===== config.mk =====
export PLATFORM = sky130hd
export DESIGN_NAME = salbtb_way_sel
export DESIGN_NICKNAME = d
export VERILOG_FILES = /design/src/design/salbtb_pkg.sv /design/src/design/salbtb_way_sel.sv
export SDC_FILE = /design/constraint.sdc
export NUM_CORES = 1
export LEC_CHECK = 0
export BUFFER_PORTS_ARGS = -buffer_cell sky130_fd_sc_hd__clkbuf_2
export CAP_MARGIN = 40
export CORE_MARGIN = 5
export CORE_UTILIZATION = 47
export DETAILED_ROUTE_END_ITERATION = 7
export PLACE_DENSITY = 0.95
export SLEW_MARGIN = 10
export SYNTH_ARGS = -nofsm -noshare
export SYNTH_HDL_FRONTEND = slang
export SYNTH_SLANG_ARGS = --single-unit

===== constraint.sdc =====
create_clock -name vclk -period 11.4
set_clock_uncertainty 0.15 [all_clocks]
set_input_delay 2.28 -clock vclk [all_inputs]
set_output_delay 2.28 -clock vclk [all_outputs]
set_load 0.01 [all_outputs]

===== src/design/salbtb_pkg.sv =====
`default_nettype none

package salbtb_pkg;

  localparam int unsigned PcW          = 32;
  localparam int unsigned CountW       = 32;
  localparam int unsigned IndexBitsDef = 6;
  localparam int unsigned WaysDef      = 4;
  localparam int unsigned AddrBitsDef  = 32;

  typedef struct packed {
    logic [PcW-1:0] pc_address;
    logic           taken;
  } req_t;

  typedef struct packed {
    logic              hit;
    logic              mispredicted;
    logic [CountW-1:0] mispredict_total;
  } rsp_t;

  typedef struct packed {
    logic hit;
    logic filled;
  } lookup_t;

endpackage

`default_nettype wire


===== src/design/salbtb_way_sel.sv =====
`default_nettype none

module salbtb_way_sel #(
  parameter int unsigned WAYS  = salbtb_pkg::WaysDef,
  parameter int unsigned TAG_W = 24,
  parameter int unsigned AGE_W = 2
) (
  input  wire logic [WAYS-1:0]            row_valid_i,
  input  wire logic [WAYS-1:0][TAG_W-1:0] row_tag_i,
  input  wire logic [WAYS-1:0][AGE_W-1:0] row_age_i,
  input  wire logic [TAG_W-1:0]           tag_i,
  output salbtb_pkg::lookup_t             lookup_o,
  output logic      [WAYS-1:0]            new_valid_o,
  output logic      [WAYS-1:0][TAG_W-1:0] new_tag_o,
  output logic      [WAYS-1:0][AGE_W-1:0] new_age_o
);

  logic             hit;
  logic             has_inv;
  logic [AGE_W-1:0] hit_way;
  logic [AGE_W-1:0] inv_way;
  logic [AGE_W-1:0] lru_way;
  logic [AGE_W-1:0] sel_way;
  logic [AGE_W-1:0] old_age;

  always_comb begin
    hit     = 1'b0;
    has_inv = 1'b0;
    hit_way = '0;
    inv_way = '0;
    lru_way = '0;
    for (int w = WAYS - 1; w >= 0; w--) begin
      if (row_valid_i[w] && (row_tag_i[w] == tag_i)) begin
        hit     = 1'b1;
        hit_way = AGE_W'(w);
      end
      if (!row_valid_i[w]) begin
        has_inv = 1'b1;
        inv_way = AGE_W'(w);
      end
      if (row_age_i[w] == AGE_W'(WAYS - 1)) begin
        lru_way = AGE_W'(w);
      end
    end
    priority if (hit) begin
      sel_way = hit_way;
    end else if (has_inv) begin
      sel_way = inv_way;
    end else begin
      sel_way = lru_way;
    end
    old_age = row_age_i[sel_way];
    for (int w = 0; w < WAYS; w++) begin
      new_valid_o[w] = row_valid_i[w];
      new_tag_o[w]   = row_tag_i[w];
      new_age_o[w]   = (row_age_i[w] < old_age) ? row_age_i[w] + AGE_W'(1) : row_age_i[w];
    end
    new_valid_o[sel_way] = 1'b1;
    new_tag_o[sel_way]   = tag_i;
    new_age_o[sel_way]   = '0;
  end

  assign lookup_o.hit    = hit;
  assign lookup_o.filled = !hit;

endmodule

`default_nettype wire


Yosys cells after proc, flatten, opt, wreduce, memory -nomap -nowiden
Cells that the tools add are included.
Widths: inputs -> output; s select.
{"block": "totals", "reg_bits": 0, "input_bits": 132, "out_inout_bits": 110, "elab_cells": 62}
{"block": "classes", "add_sub_neg": 4, "magnitude_cmp": 6, "eq_ne": 8, "n_mux": 35, "bitwise": 3, "reduce_logical": 6}
{"operator": "$bwmux 96", "n": 1}
{"operator": "$eq 24x24->1", "n": 4}
{"operator": "$demux 24 s2", "n": 1}
{"operator": "$mux 2", "n": 20}
{"operator": "$mux 24", "n": 1}
{"operator": "$mux 1", "n": 9}
{"operator": "$add 2x1->2 const B", "n": 4}
{"operator": "$and 8x8->8", "n": 1}
{"operator": "$eq 2x2->1 const B", "n": 4}
{"operator": "$lt 2x2->1", "n": 4}
{"operator": "$not 8->8", "n": 1}
{"operator": "$logic_and 1x1->1", "n": 5}
{"operator": "$bmux 2 s2", "n": 1}
{"operator": "$demux 2 s2", "n": 1}
{"operator": "$or 4x4->4", "n": 1}
{"operator": "$lt 2x3->1 const B", "n": 1}
{"operator": "$demux 1 s2", "n": 1}
{"operator": "$ge 2x1->1 const B", "n": 1}
{"operator": "$logic_not 1->1", "n": 1}

Logic depth before layout (Yosys ltp)
Gate-level depths: netlist of run 1.
{"block": "logic_depth", "ltp_word": 13, "ltp_mapped": 15, "mapped_depth_nobuf": 15}

Worst setup path after synthesis of run 1
Ideal clock, no wire load.
{"block": "synth_path", "path_kind": "input-to-output", "startpoint": "input tag_i[4]", "endpoint": "output new_age_o[7] in the netlist's numbering", "t_arrival_ns": 5.459, "t_required_ns": 8.970, "setup_slack_ns": 3.511, "stages": 14, "n_path_buf": 1, "path_cell_list": "buf_2 xnor2_1 nand4_1 or4_1 or4_4 o21ai_2 nand2_1 nand2_1 mux2i_1 mux2_2 ha_1 or2_2 o31a_1 mux2i_1"}
{"item": "start: declaration", "line": "salbtb_way_sel.sv:11", "source": "input wire logic [TAG_W-1:0] tag_i,"}
{"item": "end: declaration", "line": "salbtb_way_sel.sv:15", "source": "output logic [WAYS-1:0][AGE_W-1:0] new_age_o"}

==> impl_metrics.csv, run 1 <==
group,metric,value,unit
timing,period_share,0.741,
place,pre_cts_slack,3.05,ns
place,numPortBuffers,242,
detailed_routing,wl,15600,µm
detailed_routing,drt_iter0_markers,253,
setup_path,critical_path_arrival,6.01,ns
floorplan,row_count,30,
logic_synthesis,synthesis.instances,394,
detailed_routing,drc_errors,0,
floorplan,ioPinCount,242,
global_route,grt_max_degree,29,
power,power_density,53.2,mW/mm²
timing,worstMarginPinSlew,0.671,ns
floorplan,dieArea,0.00895,mm²
timing,slew_violations,0,
clock_network,cts-hold-fix-buffers,0,
logic_synthesis,synth_xor_area_frac,0.255,
place,placed_area,0.00450,mm²
timing,finalSetupTns,0,ns
clock_network,cts.repair.resized,0,
global_route,grt_pass1_wl,23400,µm
final_layout,area_growth,33.7,%
timing,finalSetupViolCount,0,
logic_synthesis,synth-adder-area-share,0.0298,
setup_path,crit_chain,"clkbuf_2 -> xnor2_1 -> nand4_1 -> or4_1 -> or4_4 -> o21ai_2 -> nand2_1 -> nand2_1 -> mux2i_1 -> mux2_2 -> ha_1 -> or2_2 -> o31a_1 -> mux2i_1 -> clkbuf_2",
worst_hold_path,hold_path_depth,3,
flow_run,cap_violations,0,
final_layout,drive_above_1_share,0.589,
place,gp_congestion,0.931,
final_layout,antenna_cells,0,
global_route,antenna_found_initial,0,
final_layout,nClkBuffers,0,
timing,min_period,8.44,ns
final_layout,flops_and_latches,0,
timing,rsz0062_at_grt,"false",
final_layout,register_area,0,µm²
logic_synthesis,synthMuxAreaShare,0.369,
detailed_routing,postRouteAntennaNets,0,
timing,finalHoldViolCount,0,
setup_path,startpoint_type,"input pin",
logic_synthesis,syn-num-nets,534,
final_layout,nFillCells,565,
logic_synthesis,yosys_warnings,0,
logic_synthesis,syn_area_per_cell,8.54,µm²
logic_synthesis,synth_top_area_frac,0.218,
floorplan,die_y,94.6,µm
detailed_routing,drt-pass1-iter-count,5,
logic_synthesis,ys_seq_area_frac,0,
timing,setup_ws,2.96,ns
clock_network,cts_setup_buffers,0,
logic_synthesis,synth_area,0.00336,mm²
setup_path,crit_slowest_cell,"or4_4",
timing,whs,4.75,ns
logic_synthesis,synth_compound_area_frac,0.0718,
power,peakVddDrop,0.0428,mV
final_layout,nets,745,
logic_synthesis,yosysTopAreaCell,"mux2_2",
detailed_routing,vias_per_cell,6.09,
logic_synthesis,synth_area_leaders,"mux2_2, xnor2_1, xor2_1, mux2_4, nand4_1",
setup_path,startpoint,"tag_i[4]",
final_layout,final_area,0.00450,mm²
final_layout,layout_common_cells,"clkbuf_2, mux2_2, xnor2_1, xor2_1, mux2_4",
run_status,status,"completed",
setup_path,crit_type,"in2out",
final_layout,final_common_cell,"clkbuf_2",
timing,fmax,118,MHz
logic_synthesis,synth_top_family_by_area,"multiplexers",
setup_path,slowest_delay,0.59,ns
global_route,grt_pass1_vias,4516,
setup_path,path_max_fanout,8,
place,place_hpwl,13100,µm
setup_path,worst_setup_path_end_kind,"output port",
setup_path,worstPathRequired,8.97,ns
timing,max-slew-margin-rel,0.547,
global_route,overflow,0,
floorplan,start_util,0.490,
worst_hold_path,min-delay-start,"row_tag_i[70]",
detailed_routing,routedWlPerCell,22.3,µm
logic_synthesis,synthSimpleGateAreaFrac,0.207,
floorplan,die_w,94.6,µm
worst_hold_path,holdCritPathClass,"in2out",
global_route,grt_usage,0.334,
floorplan,design.core.area,0.00687,mm²
detailed_routing,vias,4257,
logic_synthesis,synth_cell_types,53,
power,cellLeakagePower,2.22,nW
-- worst max-delay path, delay by kind of cell --
kind,cells,cell delay (ns)
XOR/XNOR,1,0.25
multiplexers,3,0.62
AO/OA/AOI/OAI,2,0.27
adder cells (fa/ha/maj),1,0.30
AND/OR/NAND/NOR,6,1.91
buffers and inverters,2,0.37
-- report_power, final --
part,internal [mW],leakage (nW),switching [mW]
combinational,0.108,2.22,0.131
sequential,0,0,0
clock,0,0,0
-- final timing paths --
path,end
min,new_tag_o[70]
max,new_age_o[7]
-- cell usage after synthesis (3+ instances only) --
cell type,instances
xnor2_1,53
ha_1,8
nand2b_1,5
nor3_1,5
mux2i_1,5
inv_1,6
a21oi_1,8
o21ai_0,3
o211ai_1,4
nor4_1,18
buf_6,5
buf_2,17
buf_4,5
mux2_2,65
xor2_1,45
mux2_1,6
nand4_1,23
or4_1,3
clkbuf_1,7
nand3_1,4
mux2_4,26
nand2_1,25
or2_2,4
nor2_1,4
-- cell type report --
type / instances / area (µm²) / share of cell area
Inverter: 6 / 22.5 / 0.00501
Multi-Input combinational cell: 354 / 3140 / 0.697
Timing Repair Buffer: 243 / 1220 / 0.271
Tap cell: 96 / 120 / 0.0267
-- logic make-up after synthesis --
kind of cell | Yosys count
fa+ha+maj | 8
xor+xnor | 98
simple gates | 112
compound gates | 34
mux | 102
buf+inv | 40
-- per-stage QoR --
step            util  cells  power, mW
6_report       0.655    699      0.239
5_1_grt        0.655    699      0.255
4_1_cts        0.655    699      0.236
3_5_place_dp   0.655    699      0.235
3_3_place_gp   0.655    699      0.227
2_1_floorplan      -    394      0.145
-- layer usage --
layer | routed length (µm) | global-route usage | share of wire
met4 | 900 | 0.179 | 0.058
met2 | 7480 | 0.592 | 0.48
met3 | 1640 | 0.0741 | 0.11
met5 | 0 | 0 | 0
met1 | 5600 | 0.367 | 0.36
No activity file was read; power rests on OpenSTA's default activity.
==> run 2: changes to the inputs <==
Settings changed: ABC_AREA set to 1, CORE_UTILIZATION 47 to 42, PLACE_DENSITY 0.95 to 0.89.
Clock period 11.4 ns to 6.95 ns, I/O delays scaled along.
==> run 2 against run 1 <==
  * Worst setup slack lost 2.1 ns
  * Synthesized area rose by 17%
  * Cell area is 14% higher
  * Combinational power is 75% higher
  * Global-route usage shrank 1.2 points
  * Utilization shrank 9.7 points
  * Non-clock buffer count grew 1
  * Synthesized cell count up 120%
  * Die area grew 28%
  * Critical path type unchanged
==> impl_metrics.csv, run 2 <==
group,metric,value,unit
run_status,status,"completed",
global_route,grt_max_degree,52,
timing,max-slew-margin-rel,0.571,
timing,slew_violations,0,
detailed_routing,routedWlPerCell,16.0,µm
timing,finalSetupViolCount,0,
setup_path,crit_chain,"clkbuf_2 -> inv_2 -> nand2_1 -> nand2_1 -> nor2_1 -> nand2_1 -> nor2_1 -> nand2_1 -> nor2_1 -> nand2_1 -> nand2_2 -> nand2_2 -> nand2_4 -> inv_2 -> nor2_4 -> a221oi_2 -> ha_1 -> nand2_1 -> nand2_1 -> a21oi_1 -> clkbuf_2",
logic_synthesis,synthesis.instances,870,
global_route,overflow,0,
logic_synthesis,syn-num-nets,1010,
detailed_routing,wl,19200,µm
floorplan,row_count,35,
power,p_seq_frac,0,
power,p_comb_frac,1.000,
power,power_density,81.6,mW/mm²
final_layout,final_common_cell,"nand2_1",
power,peakVddDrop,0.0391,mV
global_route,grt_pass1_vias,5928,
setup_path,path_max_fanout,31,
floorplan,die_w,107,µm
timing,period_share,0.873,
detailed_routing,drt-pass1-iter-count,6,
power,p_total,419,µW
final_layout,flops_and_latches,0,
power,sw_frac_of_total,0.642,
detailed_routing,drt_iter0_markers,622,
logic_synthesis,ys_seq_area_frac,0,
floorplan,dieArea,0.0114,mm²
setup_path,cpMostUsedCell,"nand2_1",
detailed_routing,vias,6392,
setup_path,startpoint_type,"input pin",
worst_hold_path,holdCritPathClass,"in2out",
setup_path,slowest_delay,0.50,ns
power,cellLeakagePower,3.34,nW
final_layout,nClkBuffers,0,
place,gp_congestion,1.03,
power,intPower,150,µW
final_layout,register_area,0,µm²
timing,fmax,165,MHz
setup_path,crit_slowest_cell,"nor2_4",
global_route,antenna_found_initial,0,
final_layout,layout_common_cells,"nand2_1, clkbuf_2, inv_1, nor2_1, o21ai_0",
timing,whs,2.96,ns
timing,min_period,6.07,ns
power,power.switching,269,µW
final_layout,antenna_cells,0,
setup_path,critical_path_arrival,4.53,ns
detailed_routing,vias_per_cell,5.35,
logic_synthesis,synth_cell_types,36,
global_route,grt_pass1_wl,29700,µm
logic_synthesis,synth_most_common_cell,"nand2_1",
floorplan,start_util,0.428,
place,numPortBuffers,242,
logic_synthesis,synth_area_leaders,"nand2_1, inv_1, o21ai_0, nor2_1, o21ai_1",
power,p_clk_frac,0,
logic_synthesis,synth_top_area_frac,0.370,
global_route,grt_usage,0.321,
flow_run,cap_violations,0,
clock_network,cts.repair.resized,0,
timing,rsz0062_at_grt,"false",
timing,worstMarginPinSlew,0.641,ns
final_layout,drive_above_1_share,0.273,
timing,finalHoldViolCount,0,
logic_synthesis,syn_area_per_cell,4.53,µm²
final_layout,area_growth,30.3,%
logic_synthesis,synth_area,0.00394,mm²
floorplan,die_y,107,µm
floorplan,ioPinCount,242,
logic_synthesis,ys_top_cells_by_count,"nand2_1, inv_1, nor2_1",
logic_synthesis,yosysTopAreaCell,"nand2_1",
setup_path,worst_setup_path_end_kind,"output port",
detailed_routing,drc_errors,0,
clock_network,cts_setup_buffers,0,
place,place_hpwl,16500,µm
setup_path,worstPathRequired,5.41,ns
clock_network,cts-hold-fix-buffers,0,
logic_synthesis,yosys_warnings,0,
floorplan,design.core.area,0.00920,mm²
detailed_routing,postRouteAntennaNets,0,
setup_path,crit_type,"in2out",
final_layout,nets,1225,
timing,finalSetupTns,0,ns
[run 2: final cells by class]
cell class | count | area [µm²]
multi-input cells | 715 | 3300
fillers | 1025 | 4060
well taps | 111 | 139
repair buffers | 244 | 1230
inverters | 124 | 470
[run 2: worst paths after layout]
kind,startpoint,end,slack [ns],cells after the start
setup / recovery,tag_i[8],new_age_o[4],0.88,21
hold / removal,row_tag_i[12],new_tag_o[12],2.96,4
[run 2: critical path, delay by kind of cell]
kind | cells | cell delay (ns)
compound gates | 2 | 0.43
buf+inv | 4 | 0.66
fa+ha+maj | 1 | 0.35
simple gates | 14 | 1.71
[run 2: kinds of logic (layout without fill, tap and decap cells)]
kind of cell,Yosys count,count (layout),share of synthesized area
adder cells (fa/ha/maj),8,8,0.0254
buffers and inverters,155,368,0.163
XOR/XNOR,27,27,0.0600
AND/OR/NAND/NOR,545,545,0.570
AO/OA/AOI/OAI,135,135,0.182
[run 2: stage by stage]
stage | area (µm²) | util | setup WS [ns] | instances
3_3_place_gp | 5130 | 0.558 | 1.04 | 1194
5_1_grt | 5130 | 0.558 | 0.606 | 1194
6_report | 5130 | 0.558 | 0.883 | 1194
4_1_cts | 5130 | 0.558 | 0.977 | 1194
2_1_floorplan | 3940 | - | 1.78 | 870
3_5_place_dp | 5130 | 0.558 | 0.999 | 1194
[run 2: metal layers]
metal  track usage  share of wire
met5             0              0
met4         0.103          0.036
met3        0.0458           0.12
met2         0.542           0.46
met1         0.420           0.39
[run 2: power by group through the flow]
stage | sequential, mW | clock (mW) | combinational (mW)
floorplan | 0 | 0 | 0.242
global route | 0 | 0 | 0.462
detailed placement | 0 | 0 | 0.411
global placement | 0 | 0 | 0.409
finish | 0 | 0 | 0.419
CTS | 0 | 0 | 0.413
